### config.mk
export PLATFORM = sky130hd
export DESIGN_NAME = adv_data_name_matcher
export DESIGN_NICKNAME = d
export VERILOG_FILES = /design/src/rtl/core/adm_pkg.sv /design/src/rtl/core/adm_in_stage.sv /design/src/rtl/core/adm_walker.sv /design/src/rtl/core/adm_out_stage.sv /design/src/rtl/core/adv_data_name_matcher.sv
export SDC_FILE = /design/constraint.sdc
export NUM_CORES = 1
export LEC_CHECK = 0
export BUFFER_PORTS_ARGS = -buffer_cell sky130_fd_sc_hd__buf_2
export CAP_MARGIN = 40
export CORE_MARGIN = 8
export CORE_UTILIZATION = 25
export DETAILED_ROUTE_END_ITERATION = 16
export PLACE_DENSITY_LB_ADDON = 0.15
export SYNTH_ARGS = -nofsm -noshare
export SYNTH_HDL_FRONTEND = slang
export SYNTH_SLANG_ARGS = --single-unit
### constraint.sdc
create_clock -name aclk -period 3.69 [get_ports aclk]
set_clock_uncertainty 0.1 [all_clocks]
set_input_delay 0.369 -clock aclk [delete_from_list [all_inputs] [get_ports aclk]]
set_output_delay 0.369 -clock aclk [all_outputs]
set_load 0.1 [all_outputs]
### src/rtl/core/adm_pkg.sv
`timescale 1ns / 1ps
`default_nettype none
// ----------------------------------------------------------------------------
// adm_pkg
// Shared types, constants and helpers for the advertising data name matcher.
// ----------------------------------------------------------------------------
package adm_pkg;

    // Longest report that may still produce a match.
    localparam int MAX_REPORT_BYTES = 31;
    // Number of name bytes compared against the configured name.
    localparam int NAME_BYTES = 5;

    localparam int NAME_W = 40;
    localparam logic [NAME_W-1:0] MATCH_NAME_RESET = 40'h54504D5353;

    // AD structure types that carry a local name.
    localparam logic [7:0] AD_TYPE_NAME_SHORT    = 8'h08;
    localparam logic [7:0] AD_TYPE_NAME_COMPLETE = 8'h09;

    // Saturation point of the byte position counter.
    localparam logic [7:0] POS_MAX = 8'hFF;

    // Parser phase, one-hot.
    typedef enum logic [2:0] {
        PH_LEN  = 3'b001,
        PH_TYPE = 3'b010,
        PH_DATA = 3'b100
    } phase_t;

    // One report byte held in the input register.
    typedef struct packed {
        logic       valid;
        logic [7:0] data;
        logic       last;
    } step_t;

    // Result of one report.
    typedef struct packed {
        logic found;
        logic too_long;
    } res_t;

    // Expected name byte at a given index; the first byte sits highest.
    // Bytes above the register width compare against zero.
    function automatic logic [7:0] name_byte(input logic [NAME_W-1:0] name,
                                             input logic [2:0] idx);
        logic [63:0] ext;
        logic [63:0] shifted;
        ext     = {{(64-NAME_W){1'b0}}, name};
        shifted = ext >> (8 * (NAME_BYTES - 1 - int'(idx)));
        return shifted[7:0];
    endfunction

endpackage
`default_nettype wire

### src/rtl/core/adm_in_stage.sv
`timescale 1ns / 1ps
`default_nettype none
// ----------------------------------------------------------------------------
// adm_in_stage
// Input register for report bytes with a one-deep hold on stall.
// ----------------------------------------------------------------------------
module adm_in_stage
    import adm_pkg::*;
(
    input  wire logic       aclk,
    input  wire logic       aresetn,
    input  wire logic       s_tvalid,
    output logic            s_tready,
    input  wire logic [7:0] s_tdata,   // [7:0] adv_byte
    input  wire logic       s_tlast,   // last
    input  wire logic       advance,
    output step_t           step
);

    logic       valid_reg, valid_next;
    logic [7:0] data_reg;
    logic       last_reg;

    // The register may be refilled whenever it is empty or drains this cycle.
    assign s_tready = !valid_reg || advance;

    always_comb begin
        valid_next = valid_reg;
        if (s_tready) begin
            valid_next = s_tvalid;
        end
    end

    always_ff @(posedge aclk) begin
        if (!aresetn) begin
            valid_reg <= 1'b0;
        end else begin
            valid_reg <= valid_next;
        end
    end

    // Payload loads on every accepted transaction.
    always_ff @(posedge aclk) begin
        if (s_tvalid && s_tready) begin
            data_reg <= s_tdata;
            last_reg <= s_tlast;
        end
    end

    assign step.valid = valid_reg;
    assign step.data  = data_reg;
    assign step.last  = last_reg;

endmodule
`default_nettype wire

### src/rtl/core/adm_walker.sv
`timescale 1ns / 1ps
`default_nettype none
// ----------------------------------------------------------------------------
// adm_walker
// Length-type-value walker with name compare and the match name register.
// ----------------------------------------------------------------------------
module adm_walker
    import adm_pkg::*;
(
    input  wire logic              aclk,
    input  wire logic              aresetn,
    input  wire logic              cfg_tvalid,
    output logic                   cfg_tready,
    input  wire logic [NAME_W-1:0] cfg_tdata,
    input  wire step_t             step,
    input  wire logic              advance,
    output res_t                   res
);

    logic [NAME_W-1:0] match_reg;

    logic [7:0] pos_reg,      pos_next;
    phase_t     phase_reg,    phase_next;
    logic [7:0] left_reg,     left_next;
    logic       cand_reg,     cand_next;
    logic [2:0] idx_reg,      idx_next;
    logic       matching_reg, matching_next;
    logic       found_reg,    found_next;
    logic       stopped_reg,  stopped_next;

    logic [7:0] left_dec;
    logic [7:0] b;
    logic       too_long;

    assign cfg_tready = 1'b1;
    assign b          = step.data;
    assign left_dec   = left_reg - 8'd1;

    // Match name register, written by the configuration channel.
    always_ff @(posedge aclk) begin
        if (!aresetn) begin
            match_reg <= MATCH_NAME_RESET;
        end else if (cfg_tvalid) begin
            match_reg <= cfg_tdata;
        end
    end

    // Per-byte parse update.
    always_comb begin
        pos_next      = (pos_reg != POS_MAX) ? pos_reg + 8'd1 : pos_reg;
        phase_next    = phase_reg;
        left_next     = left_reg;
        cand_next     = cand_reg;
        idx_next      = idx_reg;
        matching_next = matching_reg;
        found_next    = found_reg;
        stopped_next  = stopped_reg;

        if (!stopped_reg) begin
            case (phase_reg)
                PH_LEN: begin
                    if (b == 8'd0) begin
                        stopped_next = 1'b1;
                    end else begin
                        left_next  = b;
                        phase_next = PH_TYPE;
                    end
                end
                PH_TYPE: begin
                    left_next     = left_dec;
                    cand_next     = (b inside {AD_TYPE_NAME_SHORT, AD_TYPE_NAME_COMPLETE}) &&
                                    (left_dec == 8'(NAME_BYTES));
                    idx_next      = 3'd0;
                    matching_next = 1'b1;
                    phase_next    = (left_dec == 8'd0) ? PH_LEN : PH_DATA;
                end
                PH_DATA: begin
                    if (cand_reg) begin
                        if ((int'(idx_reg) >= NAME_BYTES) ||
                            (name_byte(match_reg, idx_reg) != b)) begin
                            matching_next = 1'b0;
                        end
                        idx_next = idx_reg + 3'd1;
                    end
                    left_next = left_dec;
                    if (left_dec == 8'd0) begin
                        if (cand_reg && matching_next) begin
                            found_next = 1'b1;
                        end
                        phase_next = PH_LEN;
                    end
                end
                default: begin
                    phase_next = PH_LEN;
                end
            endcase
        end
    end

    // The result reflects the update made by the final byte itself.
    assign too_long     = int'(pos_next) > MAX_REPORT_BYTES;
    assign res.found    = found_next && !too_long;
    assign res.too_long = too_long;

    // State registers; the final byte of a report clears everything.
    always_ff @(posedge aclk) begin
        if (!aresetn) begin
            pos_reg      <= 8'd0;
            phase_reg    <= PH_LEN;
            left_reg     <= 8'd0;
            cand_reg     <= 1'b0;
            idx_reg      <= 3'd0;
            matching_reg <= 1'b0;
            found_reg    <= 1'b0;
            stopped_reg  <= 1'b0;
        end else if (advance) begin
            if (step.last) begin
                pos_reg      <= 8'd0;
                phase_reg    <= PH_LEN;
                left_reg     <= 8'd0;
                cand_reg     <= 1'b0;
                idx_reg      <= 3'd0;
                matching_reg <= 1'b0;
                found_reg    <= 1'b0;
                stopped_reg  <= 1'b0;
            end else begin
                pos_reg      <= pos_next;
                phase_reg    <= phase_next;
                left_reg     <= left_next;
                cand_reg     <= cand_next;
                idx_reg      <= idx_next;
                matching_reg <= matching_next;
                found_reg    <= found_next;
                stopped_reg  <= stopped_next;
            end
        end
    end

endmodule
`default_nettype wire

### src/rtl/core/adm_out_stage.sv
`timescale 1ns / 1ps
`default_nettype none
// ----------------------------------------------------------------------------
// adm_out_stage
// Result register that holds one report result until the sink takes it.
// ----------------------------------------------------------------------------
module adm_out_stage
    import adm_pkg::*;
(
    input  wire logic       aclk,
    input  wire logic       aresetn,
    input  wire logic       load,
    input  wire res_t       res,
    output logic            out_free,
    output logic            m_tvalid,
    input  wire logic       m_tready,
    output logic [7:0]      m_tdata    // [0] found, [1] too_long, [7:2] zero
);

    logic valid_reg, valid_next;
    res_t res_reg;

    // A new result may enter when the register is empty or is being taken.
    assign out_free = !valid_reg || m_tready;

    always_comb begin
        valid_next = valid_reg;
        if (load) begin
            valid_next = 1'b1;
        end else if (m_tready) begin
            valid_next = 1'b0;
        end
    end

    always_ff @(posedge aclk) begin
        if (!aresetn) begin
            valid_reg <= 1'b0;
        end else begin
            valid_reg <= valid_next;
        end
    end

    always_ff @(posedge aclk) begin
        if (load) begin
            res_reg <= res;
        end
    end

    assign m_tvalid = valid_reg;
    assign m_tdata  = {6'd0, res_reg.too_long, res_reg.found};

endmodule
`default_nettype wire

### src/rtl/core/adv_data_name_matcher.sv
`timescale 1ns / 1ps
`default_nettype none
// A final report byte passes the input register, then the result register raises m_tvalid.
// Throughput: one report byte per cycle; only a final byte waits on a full result register.
// The figure is set by the single input register feeding the per-byte walker update.
// Reset (synchronous, active low) empties both registers, clears the parse state and
// loads the match name with its reset value.
// ----------------------------------------------------------------------------
// adv_data_name_matcher
// Filters advertising reports for a local name structure equal to a set name.
// ----------------------------------------------------------------------------
module adv_data_name_matcher
    import adm_pkg::*;
(
    input  wire logic              aclk,
    input  wire logic              aresetn,
    input  wire logic              s_tvalid,
    output logic                   s_tready,
    input  wire logic [7:0]        s_tdata,     // [7:0] adv_byte
    input  wire logic              s_tlast,     // last
    output logic                   m_tvalid,
    input  wire logic              m_tready,
    output logic [7:0]             m_tdata,     // [0] found, [1] too_long, [7:2] zero
    input  wire logic              cfg_tvalid,
    output logic                   cfg_tready,
    input  wire logic [NAME_W-1:0] cfg_tdata    // [39:0] match_name
);

    step_t step;
    res_t  res;
    logic  out_free;
    logic  advance;

    // A byte moves on unless it is a final byte facing a full result register.
    assign advance = step.valid && (!step.last || out_free);

    adm_in_stage u_in (
        .aclk     (aclk),
        .aresetn  (aresetn),
        .s_tvalid (s_tvalid),
        .s_tready (s_tready),
        .s_tdata  (s_tdata),
        .s_tlast  (s_tlast),
        .advance  (advance),
        .step     (step)
    );

    adm_walker u_walker (
        .aclk       (aclk),
        .aresetn    (aresetn),
        .cfg_tvalid (cfg_tvalid),
        .cfg_tready (cfg_tready),
        .cfg_tdata  (cfg_tdata),
        .step       (step),
        .advance    (advance),
        .res        (res)
    );

    adm_out_stage u_out (
        .aclk     (aclk),
        .aresetn  (aresetn),
        .load     (advance && step.last),
        .res      (res),
        .out_free (out_free),
        .m_tvalid (m_tvalid),
        .m_tready (m_tready),
        .m_tdata  (m_tdata)
    );

endmodule
`default_nettype wire

## Word-level counts from Yosys, hierarchy flattened

Cells that the tools add are included.

| word-level totals | value |
|---|---|
| flip-flop bits (word level) | 79 |
| bits of input ports | 54 |
| output and inout bits | 11 |

| cells by class | value |
|---|---|
| add/sub/neg operators | 4 |
| $lt $le $gt $ge | 2 |
| equality and inequality tests | 12 |
| shift-type cells | 1 |
| mux-type cells | 37 |
| reduce and logical (&&, ||, !) cells | 27 |

Operators by type and width:

| operator | number |
|---|---|
| $mux 8 | 5 |
| $shr 40x32->8 | 1 |
| $mux 3 | 8 |
| $mux 1 | 20 |
| $eq 8x4->1 const B | 2 |
| $logic_not 8->1 | 2 |
| $pmux 8 s2 | 1 |
| $reduce_and 4->1 | 3 |
| $pmux 3 s3 | 1 |
| $add 8x1->8 const B | 1 |
| $eq 8x3->1 const B | 1 |
| $gt 8x5->1 const B | 1 |
| $ne 8x8->1 | 1 |
| $ne 8x8->1 const B | 1 |
| $sub 8x1->8 const B | 1 |
| $logic_and 1x1->1 | 6 |
| $ne 3x2->1 const B | 2 |
| $pmux 3 s2 | 1 |
| $reduce_and 3->1 | 2 |
| $reduce_bool 2->1 | 3 |
| $reduce_bool 3->1 | 2 |
| $logic_not 1->1 | 4 |
| $logic_or 1x1->1 | 4 |
| $sub 3x3->4 const A | 1 |
| other kinds (9) | 9 |

## Logic depth before layout (Yosys ltp)

Gate-level depths: netlist of run 1.

| logic depth | value |
|---|---|
| word-level depth | 14 |
| mapped depth | 12 |
| mapped depth without buffers | 8 |

## By module

Synthesis of run 1 repeated with hierarchy kept, for this count alone.

| unflattened totals | value |
|---|---|
| cell total of the unflattened synthesis | 456 |
| area total of the unflattened synthesis | 4226.6 µm² |

By module, submodules not included:

| module | times used | cells each | area an instance (µm²) | sequential area each (µm²) |
|---|---|---|---|---|
| adm_walker | 1 | 424 | 3707.3 | 1321.3 |
| adm_in_stage | 1 | 16 | 342.8 | 290.3 |
| adm_out_stage | 1 | 13 | 157.7 | 80.1 |
| adv_data_name_matcher | 1 | 3 | 18.8 | 0.0 |

## Worst setup path before layout of run 1

OpenSTA, ideal clock, no wires.

| path | value |
|---|---|
| path type | flip-flop to flip-flop |
| start point | reg u_walker.idx_reg[0] |
| end point | reg u_out.res_reg (netlist bit u_out.m_tdata[0]) (data pin) |
| data arrival time | 2520 ps |
| required time | 3444 ps |
| path slack | 924 ps |
| stages on the path, launching flop included | 13 |
| path through | dfxtp_1 -> buf_6 -> buf_6 -> inv_1 -> ha_1 -> buf_6 -> buf_2 -> nor3b_1 -> mux2i_1 -> a32oi_1 -> a2111oi_2 -> nand4_1 -> a21oi_1 |

RTL lines:

| what | RTL line | RTL |
|---|---|---|
| start: declaration | adm_walker.sv:26 | `logic [2:0] idx_reg, idx_next;` |
| start signal: assignment | adm_walker.sv:131 | `idx_reg <= idx_next;` |
| end signal: assignment | adm_out_stage.sv:45 | `res_reg <= res;` |
| end: declaration | adm_out_stage.sv:21 | `res_t res_reg;` |

==> results by group, run 1 <==
Floorplanning
  – Initial Util: 0.251
  – Top Ports: between 60 and 70
  – Die width: roughly 150 um
  – Core ar.: approximately 17000 um2
  – Die area: roughly 22000 um2
  – Die Height: 147 um
  – Number of core rows: 48

STA
  – Hold slack: between 90 and 100 ps
  – Slew margin rel.: 0.512
  – Slew Viols, Final: 0
  – Final setup TNS: 0 ps
  – Final min period: 3100 ps
  – Final hold vios: 0
  – Setup ws final: about 600 ps
  – Fin crit share: 0.839
  – Max Clk Rate: around 0.32 GHz
  – RSZ-0062 raised after global routing: no
  – Setup violators final: 0
  – Actual slew at the worst max-slew pin: 732 ps

Clock tree
  – # H-tree levels: 3
  – Total CTS buffers: 9
  – Clock slew at reported path FFs: around 60 ps
  – Clock root buffer: clkbuf_16
  – Post-cts gate resize count: 0
  – Postcts setup bufs: 0
  – # clock sinks: 79
  – Clock Path Buffers: 2
  – CTS Hold Bufs: 0
  – CTS tree: yes
  – Clock latency on the worst-skew pair: around 350 ps

Power
  – Int Pwr: approximately 1600 uW
  – Peak VDD IR: about 0.21 mV
  – Sequential share of power: 0.448
  – Power per Cell Area: 424 nW/um2
  – Logic pwr share: 0.123
  – Sw Ratio: 0.257
  – Power share of the clock group: 0.429
  – LEAKAGE: 0.00203 uW
  – Switching power: between 500 and 600 uW

Yosys
  – Post-synthesis cell type count: 67
  – Cells after Synth: 440
  – Post-synth top area cell: dfxtp_1
  – Sequential cell area fraction in the yosys report: 0.396
  – Ys flop type: dfxtp_1
  – #FFs+latches synth: between 70 and 80
  – Avg Inst Size Synth: 9.71 um2
  – Ranking of synthesized cells by area: dfxtp_1 32%, mux2i_1 11%, edfxtp_1 7.7%
  – Async SR Flop Fraction: 0
  – EDFF count, synth: 11
  – Synth top area share: 0.319
  – Mapped Area: about 4300 um2
  – Synth Warn #: 0

Min path
  – Hold_sp: s_tdata[7]
  – Hold EP: u_in.data_reg[7]
  – Hold Crit Class: input port to register
  – Worst hold stages: 1

Global routing
  – Initial antenna violation count: 0
  – Largest net degree at the start of global routing: 40
  – First-pass GRT wire length: 18100 um
  – Grt total ovfl: 0
  – Total GRT Usage: 0.107
  – Vias in the first global route: roughly 3400

Final layout
  – Final core utilization: 0.296
  – Nets: 550
  – Max reg flops: 40
  – Area Growth Syn to Fin: 17.9%
  – Share of cells above drive strength 1: 0.194
  – Ant. Diodes: 0

Critical path
  – Setup crit end kind: register
  – Worst Path Arrival: between 3000 and 4000 ps
  – R2r setup slk: roughly 590 ps
  – Worst r2r path cells: 8
  – Cell chain of the critical path: inv_1, ha_1, buf_4, mux4_2, and3_1, a2111oi_2, nand4_1, a21oi_1
  – Crit-path leading delay family: compound AO/OA/AOI/OAI gates
  – Number of buffers and inverters on the critical path: 2
  – Crit path kind: register to register
  – Crit path required time: ~3800 ps
  – CP Depth: 8
  – Slowest stage delay, CP: 620 ps
  – Peak fanout along the critical path: 11
  – Crit path launch type: register
  – Reg2reg start: u_walker.idx_reg[1]
  – R2R Path End: u_out.m_tdata[0]
  – Slowest-stage cell, CP: ha_1

Placed design
  – Final HPWL DP: 8570 um
  – Dpl ws: between 600 and 700 ps
  – Final GP Congestion: between 0.8 and 0.9
  – PortBufs: 57

Detailed routing
  – Drt initial violations: roughly 220
  – Post-route DRC: 0
  – DRT Pass-1 Iters: 4
  – Vias per cell: 4.66
  – Vias: around 3300
  – WL per Instance: 15.8 um
  – DRT antenna net count: 0
  – WL final: 11400 um

Job
  – Max-cap violations: 0

Status
  – Status: finished clean
[synth_stat cells (4+ instances only)]
library cell	n
dfxtp_1	68
mux2i_1	46
nand2_1	35
nor2b_1	30
nor2_1	28
inv_1	16
clkbuf_1	14
nand3_1	12
a21oi_1	11
edfxtp_1	11
xnor2_1	10
nand4_1	9
and3_1	8
buf_4	8
ha_1	7
nor3_1	7
o21ai_0	7
and2_1	6
xor2_1	6
a31oi_1	5
a32oi_1	5
nand2b_1	5
o21ai_1	5
a21boi_0	4
a221o_1	4
buf_2	4
mux4_2	4
nor4_1	4
[cell usage in the layout (no fill, tap or decap), types with 5 or more instances in the layout]
master and instances:
nor2b_1 30, nand2_1 35, a32oi_1 5, inv_1 16
nand3_1 12, and3_1 8, and2_1 6, nor2_1 28
a21oi_1 11, nand2b_1 5, o21ai_0 7, nand4_1 9
buf_4 6, xnor2_1 10, conb_1 7, ha_1 7
xor2_1 6, o21ai_1 5, nor3_1 7, dfxtp_1 68
a31oi_1 5, clkbuf_16 9, mux2i_1 46, buf_2 58
edfxtp_1 11
[layer usage]
| metal | vias up | share of wire | track usage |
|---|---|---|---|
| met5 | - | 0 | 0 |
| met2 | 77 | 0.46 | 0.165 |
| li1 | 1687 | - | - |
| met1 | 1573 | 0.48 | 0.139 |
| met4 | 0 | 0.011 | 0.0314 |
| met3 | 11 | 0.047 | 0.0338 |
[final cells by class]
cell class	count	area, um2
Tap cell	225	282
Fill cell	1797	12000
Sequential cell	79	1690
Clock inverter	2	38.8
Clock buffer	14	264
Multi-Input combinational cell	319	2370
Inverter	16	60.1
Timing Repair Buffer	64	335
[through the flow]
| step | power, uW | instance area (um2) | cells |
|---|---|---|---|
| 2_1_floorplan | 1170 | 4290 | 445 |
| 3_3_place_gp | 1240 | 4730 | 702 |
| 3_5_place_dp | 1240 | 4740 | 703 |
| 4_1_cts | 2170 | 5040 | 719 |
| 5_1_grt | 2240 | 5040 | 719 |
| 6_report | 2140 | 5040 | 719 |
[power groups by stage]
| stage | combinational [uW] | clock (uW) | sequential [uW] |
|---|---|---|---|
| CTS | 265 | 948 | 957 |
| global route | 289 | 985 | 963 |
| finish | 263 | 917 | 957 |
| global placement | 262 | 0 | 978 |
| floorplan | 203 | 0 | 962 |
| detailed placement | 265 | 0 | 976 |
[worst max-delay path by stage]
stage / from / to
floorplan: u_walker.idx_reg[0] / u_out.m_tdata[0]
finish: u_walker.idx_reg[1] / u_out.m_tdata[0]
global placement: u_walker.idx_reg[1] / u_out.m_tdata[0]
detailed placement: u_walker.idx_reg[1] / u_out.m_tdata[0]
CTS: u_walker.idx_reg[1] / u_out.m_tdata[0]
global route: u_walker.idx_reg[1] / u_out.m_tdata[0]
[cells by family after synthesis]
kind of cell	synth area share
multiplexers	0.158
other	0.00176
adder cells (fa/ha/maj)	0.0205
AND/OR/NAND/NOR	0.194
AO/OA/AOI/OAI	0.136
buffers and inverters	0.0547
XOR/XNOR	0.0392
flip-flops	0.396
(Power assumes the default switching activity.)
==> run 2, diff against run 1 <==
ABC_AREA = 1   (was not set)
clock period = 2.7 ns   (was 3.69 ns; I/O delays follow)
==> results by group, run 2 <==
Global routing
  – First-pass GRT wire length: 17700 um (-2.2%)
  – Largest net degree at the start of global routing: 44 (+10%)
  – Initial antenna violation count: 0 (unchanged)
  – Total GRT Usage: 0.110 (+0.00366)
  – Grt total ovfl: 0 (unchanged)
  – Vias in the first global route: 3639 (+8.4%)

Floorplanning
  – Core ar.: 15700 um2 (-7.6%)
  – Number of core rows: 46 (-4.2%)
  – Top Ports: 65 (unchanged)
  – Die width: 142 um (-3.2%)
  – Initial Util: 0.253 (+0.00120)
  – Die Height: 142 um (-3.2%)
  – Die area: 20200 um2 (-6.4%)

Final layout
  – Final std cell area, no fill: 4770 um2 (-5.3%)
  – Commonest cells after routing, fill and taps aside: 122 x nand2_1, 68 x dfxtp_1, 65 x inv_1
  – Max reg flops: 40 (unchanged)
  – Share of cells above drive strength 1: 0.154 (-0.0402)
  – Ant. Diodes: 0 (unchanged)
  – Area Growth Syn to Fin: 20.2%
  – Nets: 680 (+24%)
  – Most common cell after layout, fill and taps aside: nand2_1
  – Fill count: 1748 (-2.7%)

Critical path
  – R2R Path End: u_out.m_tdata[0]
  – Worst r2r path cells: 16 (+8)
  – R2r setup slk: 360 ps (-240 ps)
  – Slowest stage delay, CP: 470 ps (-150 ps)
  – Top cell by count, worst path: nand2_1
  – Cell chain of the critical path: inv_6, ha_2, inv_2, nor2_1, nand2_1, nand2_1, nand2_1, nand2_1, nand2_1, nand2_1, nand2_1, nor2_1, nand3_1, nand2_1, nand3_1, a21oi_1
  – Number of buffers and inverters on the critical path: 2 (unchanged)
  – Setup crit end kind: register
  – Worst Path Arrival: 2440 ps (-750 ps)
  – Reg2reg start: u_walker.idx_reg[0]
  – Slowest-stage cell, CP: ha_2
  – Peak fanout along the critical path: 19 (+8)
  – Crit path kind: register to register
  – Crit-path leading delay family: simple AND/OR/NAND/NOR gates
  – Crit path launch type: register
  – Crit path required time: 2790 ps (-1000 ps)

Power
  – Peak VDD IR: 0.269 mV (+28%)
  – LEAKAGE: 0.00216 uW (+6.3%)
  – Power per Cell Area: 604 nW/um2 (+42%)

Yosys
  – EDFF count, synth: 11 (unchanged)
  – Mapped Area: 3970 um2 (-7.1%)
  – Avg Inst Size Synth: 7.08 um2 (-27%)
  – Ranking of synthesized cells by area: dfxtp_1 34%, nand2_1 12%, edfxtp_1 8.3%
  – Async SR Flop Fraction: 0 (unchanged)
  – #FFs+latches synth: 79 (unchanged)
  – Synth cell count leaders: 122 x nand2_1, 68 x dfxtp_1, 65 x inv_1
  – Cells after Synth: 561 (+28%)
  – Post-synthesis cell type count: 37 (-45%)
  – Ys flop type: dfxtp_1
  – Sequential cell area fraction in the yosys report: 0.426 (+0.0303)
  – Post-synth top area cell: dfxtp_1
  – Synth Warn #: 0 (unchanged)
  – Synth top area share: 0.343 (+0.0244)
  – Count leader, synth: nand2_1

Job
  – Max-cap violations: 0 (unchanged)

Clock tree
  – CTS tree: yes
  – # clock sinks: 79 (unchanged)
  – Clock Path Buffers: 2 (unchanged)
  – Clock slew at reported path FFs: 60 ps (about the same)
  – Clock latency on the worst-skew pair: 340 ps (about the same)
  – # H-tree levels: 3 (unchanged)
  – Total CTS buffers: 9 (unchanged)
  – Postcts setup bufs: 0 (unchanged)
  – Clock root buffer: clkbuf_16

STA
  – Fin crit share: 0.868 (+0.0293)
  – Final min period: 2340 ps (-751 ps)
  – Slew Viols, Final: 0 (unchanged)
  – Max Clk Rate: 0.427 GHz (+32%)
  – Setup violators final: 0 (unchanged)
  – Final setup TNS: 0 ps (unchanged)
  – RSZ-0062 raised after global routing: no
  – Final hold vios: 0 (unchanged)
  – Hold slack: 16.7 ps (-78.6 ps)

Status
  – Status: finished clean

Placed design
  – Final GP Congestion: 0.794 (-6.7%)
  – Final HPWL DP: 8230 um (-4.1%)
  – PortBufs: 57 (unchanged)
  – Area post-placement: 4460 um2 (-5.7%)

Detailed routing
  – WL per Instance: 12.5 um (-21%)
  – DRT antenna net count: 0 (unchanged)
  – Vias: 3638 (+8.7%)
  – WL final: 10500 um (-7.5%)
  – Post-route DRC: 0 (unchanged)
  – DRT Pass-1 Iters: 5 (+1)
  – Drt initial violations: 229 (+2.2%)
  – Vias per cell: 4.34 (-6.9%)

Min path
  – Hold EP: u_in.data_reg[2]
  – Worst hold stages: 1 (unchanged)
  – Hold Crit Class: input port to register
  – Hold_sp: s_tdata[2]
## run 2: cell count changes after synthesis, moves of 30 or more
| cell | delta |
|---|---|
| nand2_1 | +87 |
| mux2i_1 | -46 |
| o21ai_0 | +50 |
| a21oi_1 | +38 |
| nand3_1 | +35 |
| inv_1 | +49 |
| nor2b_1 | -30 |
## run 2: routing by layer
layer	part of all wire	vias up	track usage	wire length (um)
met5	0	-	0	0
met1	0.52	1630	0.148	5450
met4	0.017	0	0.0435	184
met3	0.047	13	0.0312	497
li1	-	1920	-	-
met2	0.42	75	0.163	4390
## run 2: logic make-up (layout without fill, tap and decap cells)
group                    Yosys count  in the layout  synth area share
AND/OR/NAND/NOR                  245            245             0.263
adder cells (fa/ha/maj)            7              7            0.0221
flip-flops                        79             79             0.426
buffers and inverters             99            156             0.108
AO/OA/AOI/OAI                    120            120             0.159
XOR/XNOR                           9              9            0.0199
other                              2              7           0.00189
## run 2: worst max path at each step
| stage | slack [ps] | to | from | cells past startpoint |
|---|---|---|---|---|
| after global placement | 350 | u_out.m_tdata[0] | u_walker.idx_reg[0] | 15 |
| after global routing | 130 | u_out.m_tdata[0] | u_walker.idx_reg[0] | 15 |
| after CTS | 260 | u_out.m_tdata[0] | u_walker.idx_reg[0] | 16 |
| after floorplan | 240 | u_in.data_reg[0] | u_out.m_tvalid | 5 |
| final | 360 | u_out.m_tdata[0] | u_walker.idx_reg[0] | 16 |
| after detailed placement | 280 | u_out.m_tdata[0] | u_walker.idx_reg[0] | 16 |
## run 2: metrics by stage
step / setup WS (ps) / power (uW) / utilization / cells
floorplan: 240 / 1710 / - / 566
global placement: 350 / 1830 / 0.282 / 818
detailed placement: 280 / 1840 / 0.284 / 819
CTS: 257 / 2930 / 0.303 / 839
global route: 132 / 3060 / 0.304 / 839
finish: 356 / 2880 / 0.304 / 839
## run 2: where the power goes
group          total, uW  switching (uW)  internal (uW)
Combinational        512             337            175
Sequential          1310            42.9           1270
Clock               1060             444            615
Total               2880             824           2060
## run 2: area by class of cell
| type | instances | area (um2) | area share |
|---|---|---|---|
| Multi-Input combinational cell | 388 | 1880 | 0.394 |
| Clock inverter | 2 | 10.0 | 0.00210 |
| Clock buffer | 13 | 240 | 0.0503 |
| Inverter | 73 | 279 | 0.0585 |
| Timing Repair Buffer | 68 | 400 | 0.0839 |
| Tap cell | 216 | 270 | 0.0566 |
| Sequential cell | 79 | 1690 | 0.354 |
## run 2: worst register-to-register path, stage by stage, from the launching register on
cell and delay, ps:
dfxtp_1 400, inv_6 100, ha_2 470, inv_2 120, nor2_1 120, nand2_1 50, nand2_1 50, nand2_1 40
nand2_1 80, nand2_1 50, nand2_1 60, nand2_1 50, nor2_1 110, nand3_1 100, nand2_1 90, nand3_1 90
a21oi_1 130
## run 2: repair_timing
| item | in CTS | in global routing |
|---|---|---|
| endpoints found under the setup margin | 0 | 1 |
| hold buffers | 5 | 0 |
| hold endpoints to repair | 5 | 0 |
| resized for setup | 0 | 2 |
